`config.mk`:
```
export PLATFORM = sky130hd
export DESIGN_NAME = pcm_format_and_channel_convert
export DESIGN_NICKNAME = d
export VERILOG_FILES = /design/src/design/pcmfc_pkg.sv /design/src/design/pcmfc_front.sv /design/src/design/pcmfc_queue.sv /design/src/design/pcmfc_back.sv /design/src/design/pcm_format_and_channel_convert.sv
export SDC_FILE = /design/constraint.sdc
export NUM_CORES = 1
export LEC_CHECK = 0
export BUFFER_PORTS_ARGS = -buffer_cell sky130_fd_sc_hd__buf_4
export CAP_MARGIN = 20
export CORE_ASPECT_RATIO = 1.1
export CORE_UTILIZATION = 61
export DETAILED_ROUTE_END_ITERATION = 10
export PLACE_DENSITY = 0.79
export REMOVE_ABC_BUFFERS = 1
export SETUP_SLACK_MARGIN = 0.2
export SLEW_MARGIN = 10
export SYNTH_ARGS = -nofsm -noshare
export SYNTH_HDL_FRONTEND = slang
export SYNTH_SLANG_ARGS = --single-unit
```
`constraint.sdc`:
```
create_clock -name i_clk -period 6.4 [get_ports i_clk]
set_input_delay 0.32 -clock i_clk [delete_from_list [all_inputs] [get_ports i_clk]]
set_output_delay 0.32 -clock i_clk [all_outputs]
set_load 0.01 [all_outputs]
```
`src/design/pcmfc_pkg.sv`:
```
`default_nettype none
// ----------------------------------------------------------------------------
// pcmfc_pkg
// types, constants and sample format functions of the pcm format and channel
// converter
// ----------------------------------------------------------------------------
package pcmfc_pkg;

    localparam int CMD_QUEUE_DEPTH = 4;
    localparam int CFG_IDX_W       = 3;
    localparam int CFG_DATA_W      = 3;

    localparam logic [CFG_IDX_W-1:0] CFG_SRC_FMT = 3'd0;
    localparam logic [CFG_IDX_W-1:0] CFG_TGT_FMT = 3'd1;
    localparam logic [CFG_IDX_W-1:0] CFG_SRC_CH  = 3'd2;
    localparam logic [CFG_IDX_W-1:0] CFG_TGT_CH  = 3'd3;

    localparam logic [1:0] CH_MONO   = 2'd1;
    localparam logic [1:0] CH_STEREO = 2'd2;

    typedef enum logic [2:0] {
        FMT_U8    = 3'd0,
        FMT_S8    = 3'd1,
        FMT_U16LE = 3'd2,
        FMT_U16BE = 3'd3,
        FMT_S16LE = 3'd4,
        FMT_S16BE = 3'd5
    } t_fmt;

    typedef enum logic [1:0] {
        KIND_ONE = 2'd0,
        KIND_DUP = 2'd1,
        KIND_AVG = 2'd2
    } t_kind;

    typedef struct packed {
        logic [15:0] sample_word;
        logic        block_end;
    } t_in_item;

    typedef struct packed {
        logic [15:0] out_word;
        logic        run_last;
    } t_out_item;

    typedef struct packed {
        t_kind       kind;
        logic [15:0] held;
        logic [15:0] word;
    } t_cmd;

    typedef struct packed {
        logic full;
        logic empty;
    } t_queue_status;

    function automatic t_fmt fmt_norm(input logic [2:0] code);
        t_fmt f;
        case (code)
            FMT_U8:    f = FMT_U8;
            FMT_S8:    f = FMT_S8;
            FMT_U16LE: f = FMT_U16LE;
            FMT_U16BE: f = FMT_U16BE;
            FMT_S16BE: f = FMT_S16BE;
            default:   f = FMT_S16LE;
        endcase
        return f;
    endfunction

    function automatic logic [15:0] swap16(input logic [15:0] w);
        return {w[7:0], w[15:8]};
    endfunction

    // raw sample to 16 bit two's complement
    function automatic logic [15:0] decode(input logic [15:0] w, input t_fmt f);
        logic [15:0] v;
        case (f)
            FMT_U8:    v = {w[7:0] ^ 8'h80, 8'h00};
            FMT_S8:    v = {w[7:0], 8'h00};
            FMT_U16LE: v = w ^ 16'h8000;
            FMT_U16BE: v = swap16(w) ^ 16'h8000;
            FMT_S16BE: v = swap16(w);
            default:   v = w;
        endcase
        return v;
    endfunction

    // 16 bit two's complement to raw sample
    function automatic logic [15:0] encode(input logic [15:0] v, input t_fmt f);
        logic [15:0] w;
        case (f)
            FMT_U8:    w = {8'h00, v[15:8] ^ 8'h80};
            FMT_S8:    w = {8'h00, v[15:8]};
            FMT_U16LE: w = v ^ 16'h8000;
            FMT_U16BE: w = swap16(v ^ 16'h8000);
            FMT_S16BE: w = swap16(v);
            default:   w = v;
        endcase
        return w;
    endfunction

endpackage
`default_nettype wire

```
`src/design/pcmfc_front.sv`:
```
`default_nettype none
// ----------------------------------------------------------------------------
// pcmfc_front
// configuration registers, format conversion, channel mode classification
// and stereo pair holding; issues commands to the back end
// ----------------------------------------------------------------------------
module pcmfc_front
    import pcmfc_pkg::*;
(
    input  wire logic                  i_clk,
    input  wire logic                  i_rst_n,
    input  wire logic                  i_cfg_we,
    input  wire logic [CFG_IDX_W-1:0]  i_cfg_idx,
    input  wire logic [CFG_DATA_W-1:0] i_cfg_data,
    input  wire logic                  i_push,
    input  wire t_in_item              i_in,
    input  wire logic                  i_q_full,
    output logic                       o_full,
    output logic                       o_q_push,
    output t_cmd                       o_q_cmd,
    output t_fmt                       o_tgt_fmt
);

    logic [2:0]  r_src_fmt, n_src_fmt;
    logic [2:0]  r_tgt_fmt, n_tgt_fmt;
    logic [1:0]  r_src_ch, n_src_ch;
    logic [1:0]  r_tgt_ch, n_tgt_ch;
    logic        r_pair_pending, n_pair_pending;
    logic [15:0] r_pair_held, n_pair_held;
    logic        accept;
    logic        cfg_hit;
    logic        mode_dup;
    logic        mode_pair;
    logic [15:0] word;

    assign o_full    = i_q_full;
    assign accept    = i_push && !i_q_full;
    assign o_tgt_fmt = fmt_norm(r_tgt_fmt);
    assign word      = encode(decode(i_in.sample_word, fmt_norm(r_src_fmt)), o_tgt_fmt);
    assign mode_dup  = (r_src_ch == CH_MONO) && (r_tgt_ch == CH_STEREO);
    assign mode_pair = (r_src_ch == CH_STEREO) && (r_tgt_ch == CH_MONO);

    always_comb begin
        n_src_fmt = r_src_fmt;
        n_tgt_fmt = r_tgt_fmt;
        n_src_ch  = r_src_ch;
        n_tgt_ch  = r_tgt_ch;
        cfg_hit   = 1'b0;
        if (i_cfg_we) begin
            cfg_hit = 1'b1;
            case (i_cfg_idx)
                CFG_SRC_FMT: n_src_fmt = i_cfg_data;
                CFG_TGT_FMT: n_tgt_fmt = i_cfg_data;
                CFG_SRC_CH:  n_src_ch  = i_cfg_data[1:0];
                CFG_TGT_CH:  n_tgt_ch  = i_cfg_data[1:0];
                default:     cfg_hit   = 1'b0;
            endcase
        end
    end

    always_comb begin
        n_pair_pending = r_pair_pending;
        n_pair_held    = r_pair_held;
        o_q_push       = 1'b0;
        o_q_cmd.kind   = mode_dup ? KIND_DUP : (mode_pair ? KIND_AVG : KIND_ONE);
        o_q_cmd.held   = r_pair_held;
        o_q_cmd.word   = word;
        if (cfg_hit) begin
            n_pair_pending = 1'b0;
            n_pair_held    = 16'h0000;
        end else if (accept) begin
            if (mode_pair && !r_pair_pending) begin
                n_pair_pending = !i_in.block_end;
                n_pair_held    = i_in.block_end ? 16'h0000 : word;
            end else begin
                o_q_push = 1'b1;
                if (mode_pair) begin
                    n_pair_pending = 1'b0;
                    n_pair_held    = 16'h0000;
                end
            end
        end
    end

    always_ff @(posedge i_clk) begin
        if (!i_rst_n) begin
            r_src_fmt      <= 3'd0;
            r_tgt_fmt      <= 3'd0;
            r_src_ch       <= CH_STEREO;
            r_tgt_ch       <= CH_STEREO;
            r_pair_pending <= 1'b0;
            r_pair_held    <= 16'h0000;
        end else begin
            r_src_fmt      <= n_src_fmt;
            r_tgt_fmt      <= n_tgt_fmt;
            r_src_ch       <= n_src_ch;
            r_tgt_ch       <= n_tgt_ch;
            r_pair_pending <= n_pair_pending;
            r_pair_held    <= n_pair_held;
        end
    end

endmodule
`default_nettype wire

```
`src/design/pcmfc_queue.sv`:
```
`default_nettype none
// ----------------------------------------------------------------------------
// pcmfc_queue
// small command queue between the front and back ends
// ----------------------------------------------------------------------------
module pcmfc_queue
    import pcmfc_pkg::*;
#(
    parameter int DEPTH = CMD_QUEUE_DEPTH
) (
    input  wire logic    i_clk,
    input  wire logic    i_rst_n,
    input  wire logic    i_push,
    input  wire t_cmd    i_cmd,
    input  wire logic    i_pop,
    output t_cmd         o_cmd,
    output t_queue_status o_status
);

    localparam int AW = (DEPTH > 1) ? $clog2(DEPTH) : 1;
    localparam int CW = $clog2(DEPTH + 1);

    t_cmd          r_mem [DEPTH];
    logic [AW-1:0] r_wr_ptr, n_wr_ptr;
    logic [AW-1:0] r_rd_ptr, n_rd_ptr;
    logic [CW-1:0] r_count, n_count;
    logic          do_push;
    logic          do_pop;

    assign o_status.full  = (r_count == CW'(DEPTH));
    assign o_status.empty = (r_count == '0);
    assign o_cmd          = r_mem[r_rd_ptr];
    assign do_push        = i_push && !o_status.full;
    assign do_pop         = i_pop && !o_status.empty;

    always_comb begin
        n_wr_ptr = r_wr_ptr;
        n_rd_ptr = r_rd_ptr;
        n_count  = r_count;
        if (do_push) begin
            n_wr_ptr = (r_wr_ptr == AW'(DEPTH - 1)) ? '0 : r_wr_ptr + 1'b1;
        end
        if (do_pop) begin
            n_rd_ptr = (r_rd_ptr == AW'(DEPTH - 1)) ? '0 : r_rd_ptr + 1'b1;
        end
        if (do_push && !do_pop) begin
            n_count = r_count + 1'b1;
        end else if (do_pop && !do_push) begin
            n_count = r_count - 1'b1;
        end
    end

    always_ff @(posedge i_clk) begin
        if (do_push) begin
            r_mem[r_wr_ptr] <= i_cmd;
        end
    end

    always_ff @(posedge i_clk) begin
        if (!i_rst_n) begin
            r_wr_ptr <= '0;
            r_rd_ptr <= '0;
            r_count  <= '0;
        end else begin
            r_wr_ptr <= n_wr_ptr;
            r_rd_ptr <= n_rd_ptr;
            r_count  <= n_count;
        end
    end

endmodule
`default_nettype wire

```
`src/design/pcmfc_back.sv`:
```
`default_nettype none
// ----------------------------------------------------------------------------
// pcmfc_back
// executes commands: pass-through, duplication, pair averaging and the result register
// ----------------------------------------------------------------------------
module pcmfc_back
    import pcmfc_pkg::*;
(
    input  wire logic          i_clk,
    input  wire logic          i_rst_n,
    input  wire t_fmt          i_tgt_fmt,
    input  wire t_cmd          i_cmd,
    input  wire t_queue_status i_q_status,
    output logic               o_q_pop,
    input  wire logic          i_pop,
    output logic               o_empty,
    output t_out_item          o_out
);

    function automatic logic signed [16:0] to_num(input logic [15:0] w, input t_fmt f);
        logic signed [16:0] n;
        case (f)
            FMT_U8:    n = {9'b0, w[7:0]};
            FMT_S8:    n = {{9{w[7]}}, w[7:0]};
            FMT_U16LE: n = {1'b0, w};
            FMT_U16BE: n = {1'b0, swap16(w)};
            FMT_S16BE: n = {w[7], swap16(w)};
            default:   n = {w[15], w};
        endcase
        return n;
    endfunction

    logic               r_valid, n_valid;
    logic               r_second, n_second;
    t_out_item          r_out;
    logic               out_free;
    logic               load;
    logic               pop_acc;
    logic               first_of_dup;
    logic signed [17:0] sum;
    logic signed [17:0] half;
    logic [15:0]        avg_word;

    assign sum  = 18'(to_num(i_cmd.held, i_tgt_fmt)) + 18'(to_num(i_cmd.word, i_tgt_fmt));
    assign half = (sum + 18'(sum[17])) >>> 1;

    always_comb begin
        case (i_tgt_fmt)
            FMT_U8, FMT_S8:       avg_word = {8'h00, half[7:0]};
            FMT_U16BE, FMT_S16BE: avg_word = swap16(half[15:0]);
            default:              avg_word = half[15:0];
        endcase
    end

    assign o_empty      = !r_valid;
    assign o_out        = r_out;
    assign pop_acc      = i_pop && r_valid;
    assign out_free     = !r_valid || pop_acc;
    assign load         = out_free && !i_q_status.empty;
    assign first_of_dup = (i_cmd.kind == KIND_DUP) && !r_second;
    assign o_q_pop      = load && !first_of_dup;

    always_comb begin
        n_valid  = r_valid;
        n_second = r_second;
        if (load) begin
            n_valid = 1'b1;
            if (i_cmd.kind == KIND_DUP) begin
                n_second = !r_second;
            end
        end else if (pop_acc) begin
            n_valid = 1'b0;
        end
    end

    always_ff @(posedge i_clk) begin
        if (load) begin
            r_out.out_word <= (i_cmd.kind == KIND_AVG) ? avg_word : i_cmd.word;
            r_out.run_last <= !first_of_dup;
        end
    end

    always_ff @(posedge i_clk) begin
        if (!i_rst_n) begin
            r_valid  <= 1'b0;
            r_second <= 1'b0;
        end else begin
            r_valid  <= n_valid;
            r_second <= n_second;
        end
    end

endmodule
`default_nettype wire

```
`src/design/pcm_format_and_channel_convert.sv`:
```
`default_nettype none
// ----------------------------------------------------------------------------
// pcm_format_and_channel_convert
// converts pcm samples between 8/16 bit, signed/unsigned and byte orders,
// with mono to stereo duplication and stereo to mono averaging
// ----------------------------------------------------------------------------
// A transaction is accepted every cycle while full is low. Pass-through and
// stereo to mono modes sustain one input per cycle while results are popped;
// mono to stereo gives two results per input, so its input rate is set by the
// single result register that issues one result per cycle. A command queue of
// QUEUE_DEPTH entries decouples input from output; an input is queued, then
// loaded into the result register. Configuration writes are to be made
// only while idle, unchecked by the block; they clear any held stereo sample.
module pcm_format_and_channel_convert
    import pcmfc_pkg::*;
#(
    parameter int QUEUE_DEPTH = CMD_QUEUE_DEPTH
) (
    input  wire logic                  i_clk,
    input  wire logic                  i_rst_n,
    input  wire logic                  i_cfg_we,
    input  wire logic [CFG_IDX_W-1:0]  i_cfg_idx,
    input  wire logic [CFG_DATA_W-1:0] i_cfg_data,
    input  wire logic                  push,
    output logic                       full,
    input  wire t_in_item              i_in,
    output logic                       empty,
    input  wire logic                  pop,
    output t_out_item                  o_out
);

    logic          q_push;
    logic          q_pop;
    t_cmd          q_cmd_in;
    t_cmd          q_cmd_out;
    t_queue_status q_status;
    t_fmt          tgt_fmt;

    pcmfc_front u_front (
        .i_clk      (i_clk),
        .i_rst_n    (i_rst_n),
        .i_cfg_we   (i_cfg_we),
        .i_cfg_idx  (i_cfg_idx),
        .i_cfg_data (i_cfg_data),
        .i_push     (push),
        .i_in       (i_in),
        .i_q_full   (q_status.full),
        .o_full     (full),
        .o_q_push   (q_push),
        .o_q_cmd    (q_cmd_in),
        .o_tgt_fmt  (tgt_fmt)
    );

    pcmfc_queue #(
        .DEPTH (QUEUE_DEPTH)
    ) u_queue (
        .i_clk    (i_clk),
        .i_rst_n  (i_rst_n),
        .i_push   (q_push),
        .i_cmd    (q_cmd_in),
        .i_pop    (q_pop),
        .o_cmd    (q_cmd_out),
        .o_status (q_status)
    );

    pcmfc_back u_back (
        .i_clk      (i_clk),
        .i_rst_n    (i_rst_n),
        .i_tgt_fmt  (tgt_fmt),
        .i_cmd      (q_cmd_out),
        .i_q_status (q_status),
        .o_q_pop    (q_pop),
        .i_pop      (pop),
        .o_empty    (empty),
        .o_out      (o_out)
    );

endmodule
`default_nettype wire
```
# Yosys cells after proc, flatten, opt, wreduce, memory -nomap -nowiden

Memory sizes are Yosys's and may differ from the RTL's. A register that Yosys moved wholly into a read port is not among the register bits.
Index checks and enable logic that the tools add are counted.

Register bits after elaboration: 53
Memory bits (writable): 136
Output and inout port bits: 19
Word-level logic and storage cells: 123
Memories: 1

Memory list:

| memory        | depth | width | read ports | clocked after memory_dff | wr ports | RTL line          | RTL |
|---|---|---|---|---|---|---|---|
| u_queue.r_mem | 4     | 34    | 1          | 1                        | 1        | pcmfc_queue.sv:23 | `t_cmd r_mem [DEPTH];` |

Add/subtract/negate cells: 6
Eq/ne operators: 28
Mux-type cells: 30
Bitwise gates (word level): 4
Reductions and logical operators: 41

Operators with widths:

| cell                | number |
|---|---|
| $pmux 17 s5         | 2 |
| $pmux 16 s5         | 2 |
| $mux 16             | 4 |
| $pmux 16 s2         | 1 |
| $eq 3x2->1 const B  | 10 |
| $pmux 3 s5          | 2 |
| $add 17x17->18      | 1 |
| $logic_not 3->1     | 6 |
| $add 17x1->17       | 1 |
| $eq 3x1->1 const B  | 5 |
| $eq 3x3->1 const B  | 5 |
| $logic_and 1x1->1   | 12 |
| $mux 2              | 6 |
| $reduce_and 2->1    | 6 |
| $mux 1              | 11 |
| $eq 2x2->1 const B  | 5 |
| $logic_not 1->1     | 9 |
| $eq 2x1->1 const B  | 3 |
| $mux 3              | 2 |
| $reduce_bool 2->1   | 3 |
| $reduce_or 2->1     | 3 |
| $add 2x1->2 const B | 2 |
| $not 1->1           | 4 |
| $reduce_or 4->1     | 1 |
| 3 further kinds     | 3 |

# Logic depth before layout (Yosys ltp)

Depth in word-level cells: 11
Gate-level depth with buffers: 21
Gate-level depth less buffers: 18

# By module

A second synthesis with hierarchy kept.

Cells, all modules: 825
Area total of the unflattened synthesis: 10212.3 µm²

Modules (own cells, without submodules):

| module      | instances | cells each | area an instance (µm²) | seq. area each (µm²) |
|---|---|---|---|---|
| pcmfc_queue | 1         | 229        | 5435.2                 | 4264.1 |
| pcmfc_back  | 1         | 421        | 3149.3                 | 550.5 |
| pcmfc_front | 1         | 175        | 1627.8                 | 540.5 |

# Worst setup path before layout

No wires, ideal clock.

Path kind: reg2reg
Start: register (tool-made name)
End: register u_back.r_out, in the netlist u_back.o_out[11], data pin
Library setup time: 265 ps
Arrival time: 4580 ps
Required time: 6135 ps
Slack: 1555 ps
Stages on the path, launching flop included: 17
Period minus slack after synthesis: 4845 ps
Path through: dfxtp_1 > clkbuf_1 > buf_1 > mux4_2 > a22oi_1 > nand2_1 > ha_1 > a21oi_1 > o221ai_1 > o311ai_4 > a21oi_2 > or3_1 > buf_2 > or4_4 > xnor2_2 > a22oi_1 > o21ai_1

RTL lines:

| element   | RTL line         | RTL |
|---|---|---|
| to (decl) | pcmfc_back.sv:35 | `t_out_item r_out;` |

==> impl_metrics.ini <==
[timing]
maxSlewHeadroom = 0.2855
max_freq_ghz = 0.1810
hold_violations = 0
period_share = 0.8635
rsz0062_at_grt = no
setup_ws_ns = 0.8738
min_period_ns = 5.526
setup_viol = 0
setup_tns_ns = 0
worst_slew_pin_slew_ns = 1.069
finClkSkew_ns = 0.01290
drv_slew = 0

[yosys]
synth-seq-cells = 191
ys_seq_area_frac = 0.5735
netlist_area_um2 = 9338
synthTopCellsByArea = edfxtp_1 49%, mux4_2 8.2%, dfxtp_1 8.1%, nand2_1 4.1%, ha_1 3.2%
synth_edf_count = 153
synth_top_area_cell = edfxtp_1
synth_common_cells = 153 x edfxtp_1, 102 x nand2_1, 46 x nor2_1
synth_cell_type_count = 63
synth_top_area_frac = 0.4920
synth-async-reset-ratio = 0
ys_warn_count = 0
avgSynthCellArea_um2 = 12.62
postSynthCellCount = 740
ys.flop_type = edfxtp_1
synth_most_common_cell = edfxtp_1

[detailed_routing]
wirelength_mm = 22.41
ant_nets = 0
drtPass1Iterations = 5
via_per_inst = 6.374
wl_per_cell_um = 22.54
drc = 0
drt_iter0_markers = 653
vias = 6336

[cts]
h-tree-depth = 4
cts_buffer_depth = 2
path_clk_slew_ns = 0.07
cts-resized-gates = 0
root_buffer = clkbuf_16
cts_tree = done
cts_sinks = 191
postCtsSetupRepairBufs = 0
cts_buffers = 17
clk_latency_ns = 0.44
hold_buffers = 0

[global_route]
grt_max_degree = 35
grt_pass1_vias = 6304
grt_pass1_wl_mm = 35.06
grt.overflow.total = 0
antenna_found_initial = 0
track_usage = 0.3006

[placed_design]
port_buffers = 46
dp_hpwl_mm = 15.47
place_ws_ns = 0.9882
gp_congestion = 0.9301

[pwr]
internal_power_mw = 2.855
p_seq_frac = 0.361
combPwrFrac = 0.396
ir_worst_vdd_v = 0.0002471
p_switching_mw = 1.604
power_density_nw_per_um2 = 423.8
swShare = 0.3597
p_leak_nw = 3.871
power_mw = 4.458
clkPwrFrac = 0.243

[layout]
diodes = 0
final_net_count = 839
drive_gt1_frac = 0.1805
multiInputGateArea_um2 = 3786
syn_to_final_growth_pct = 12.66
fillers = 1030
seq_area_um2 = 5356

[floorplanning]
die_w_um = 120.0
dieArea_um2 = 15810
rows = 47
coreArea_um2 = 15000
die_y_um = 131.8
initial_core_util = 0.6227
io_pins = 47

[setup_path]
start_kind = flop
crit_path_cell_trace = buf_4, buf_4, mux4_2, a22oi_1, nand2_1, ha_1, inv_1, a211oi_1, o211ai_1, a31oi_1, xor2_1, o311ai_1, nor4_1, xor2_1, a221oi_1, a21oi_1
worstSetupPathType = flop to flop
path_max_fanout = 13
arrival_ns = 5.70
max_stage_delay_ns = 0.61
crit_required_ns = 6.57
crit_family = compound AO/OA/AOI/OAI gates
crit_buf_inv = 3
critPathCaptureType = flop
slowest_stage = dfxtp_2

[worst_hold_path]
hp-class = primary input to flop

[status]
status = complete, no violations

[job]
drv_cap = 0
metal layers:
layer  vias up  share of wire  global-route usage
met3        36          0.070             0.05363
met5         -              0                   0
met2       294           0.51              0.4946
met1      3115           0.40              0.4032
met4         0          0.021              0.1063
li1       2891              -                   -
per-stage QoR:
stage	cell area (um^2)	cells	hold WS [ns]	util
3_3_place_gp	9913	962	0.4631	0.6611
5_1_grt	10520	994	0.1613	0.7015
4_1_cts	10520	994	0.1423	0.7015
2_1_floorplan	9204	705	0.3819	-
3_5_place_dp	9913	962	0.4771	0.6611
6_report	10520	994	0.1555	0.7015
registers in the layout, indices dropped and copies added (netlist names), named ones only:
name and count:
u_front.r_pair_held 16, u_back.r_second 1, u_back.r_valid 1, u_front.r_tgt_fmt 3
u_front.r_src_ch 2, u_queue.r_rd_ptr 2, u_back.o_out 17, u_front.r_pair_pending 1
u_queue.r_count 3, u_front.r_src_fmt 3, u_front.r_tgt_ch 2, u_queue.r_wr_ptr 2
u_queue.r_mem 136
cell type report:
| type | count | area share |
|---|---|---|
| flip-flops and latches | 191 | 0.5092 |
| multi-input cells | 496 | 0.3599 |
| repair buffers | 61 | 0.04353 |
| clock buffers | 18 | 0.04079 |
| well taps | 196 | 0.02331 |
| clock inverters | 14 | 0.01689 |
| inverters | 18 | 0.006422 |
power by group through the flow:
| stage | Sequential, mW | Clock, mW | Combinational [mW] |
|---|---|---|---|
| 2_1_floorplan | 1.68 | 0 | 1.18 |
| 3_3_place_gp | 1.63 | 0 | 1.72 |
| 3_5_place_dp | 1.64 | 0 | 1.74 |
| 4_1_cts | 1.61 | 1.09 | 1.75 |
| 5_1_grt | 1.63 | 1.13 | 1.91 |
| 6_report | 1.61 | 1.08 | 1.77 |
final timing paths:
check                                            startpoint                               end  slack (ns)  cells past startpoint
worst max-delay path                                   flop        u_back.o_out[15]$_DFFE_PP_        0.87                     16
worst min-delay path                          i_cfg_data[1]  u_front.r_src_ch[1]$_SDFFE_PN1P_        0.16                      3
worst max register to register                         flop        u_back.o_out[15]$_DFFE_PP_        0.87                     16
worst min register to register  u_back.r_valid$_SDFFE_PN0P_       u_back.r_valid$_SDFFE_PN0P_        0.49                      2
worst register-to-register path, stage by stage, from the launching register on:
cell	delay, ns
dfxtp_2	0.61
buf_4	0.27
buf_4	0.26
mux4_2	0.58
a22oi_1	0.20
nand2_1	0.08
ha_1	0.46
inv_1	0.14
a211oi_1	0.45
o211ai_1	0.16
a31oi_1	0.34
xor2_1	0.41
o311ai_1	0.17
nor4_1	0.46
xor2_1	0.16
a221oi_1	0.41
a21oi_1	0.11
cells by family (layout without fill, tap and decap cells):
family	Yosys count	after routing	synth area share
mux	62	62	0.1123
flops	191	191	0.5735
buf+inv	53	111	0.02157
fa+ha+maj	26	26	0.03645
simple gates	233	233	0.1170
compound gates	145	145	0.1103
xor+xnor	30	30	0.02894
cell usage in the layout, fill, tap and decap left out, drive strengths merged, types with 3 or more instances in the layout:
cell and count:
nand3 7, clkinv 3, and2 14, nand4 6, ha 24, mux2i 26
nor2 46, nand2b 6, xnor2 18, a21boi 4, a211oi 5, o22ai 10
edfxtp 153, clkbuf 18, or3 3, mux4 34, buf 61, inv 25
nor2b 17, nor3b 4, xor2 12, or2 6, a22o 9, a22oi 36
a21oi 30, o311a 3, o21ai 25, a21o 5, nand2 102, dfxtp 38
nor3 10, a221oi 3, and3 4
Note: power is estimated with default switching activity, not from simulation.
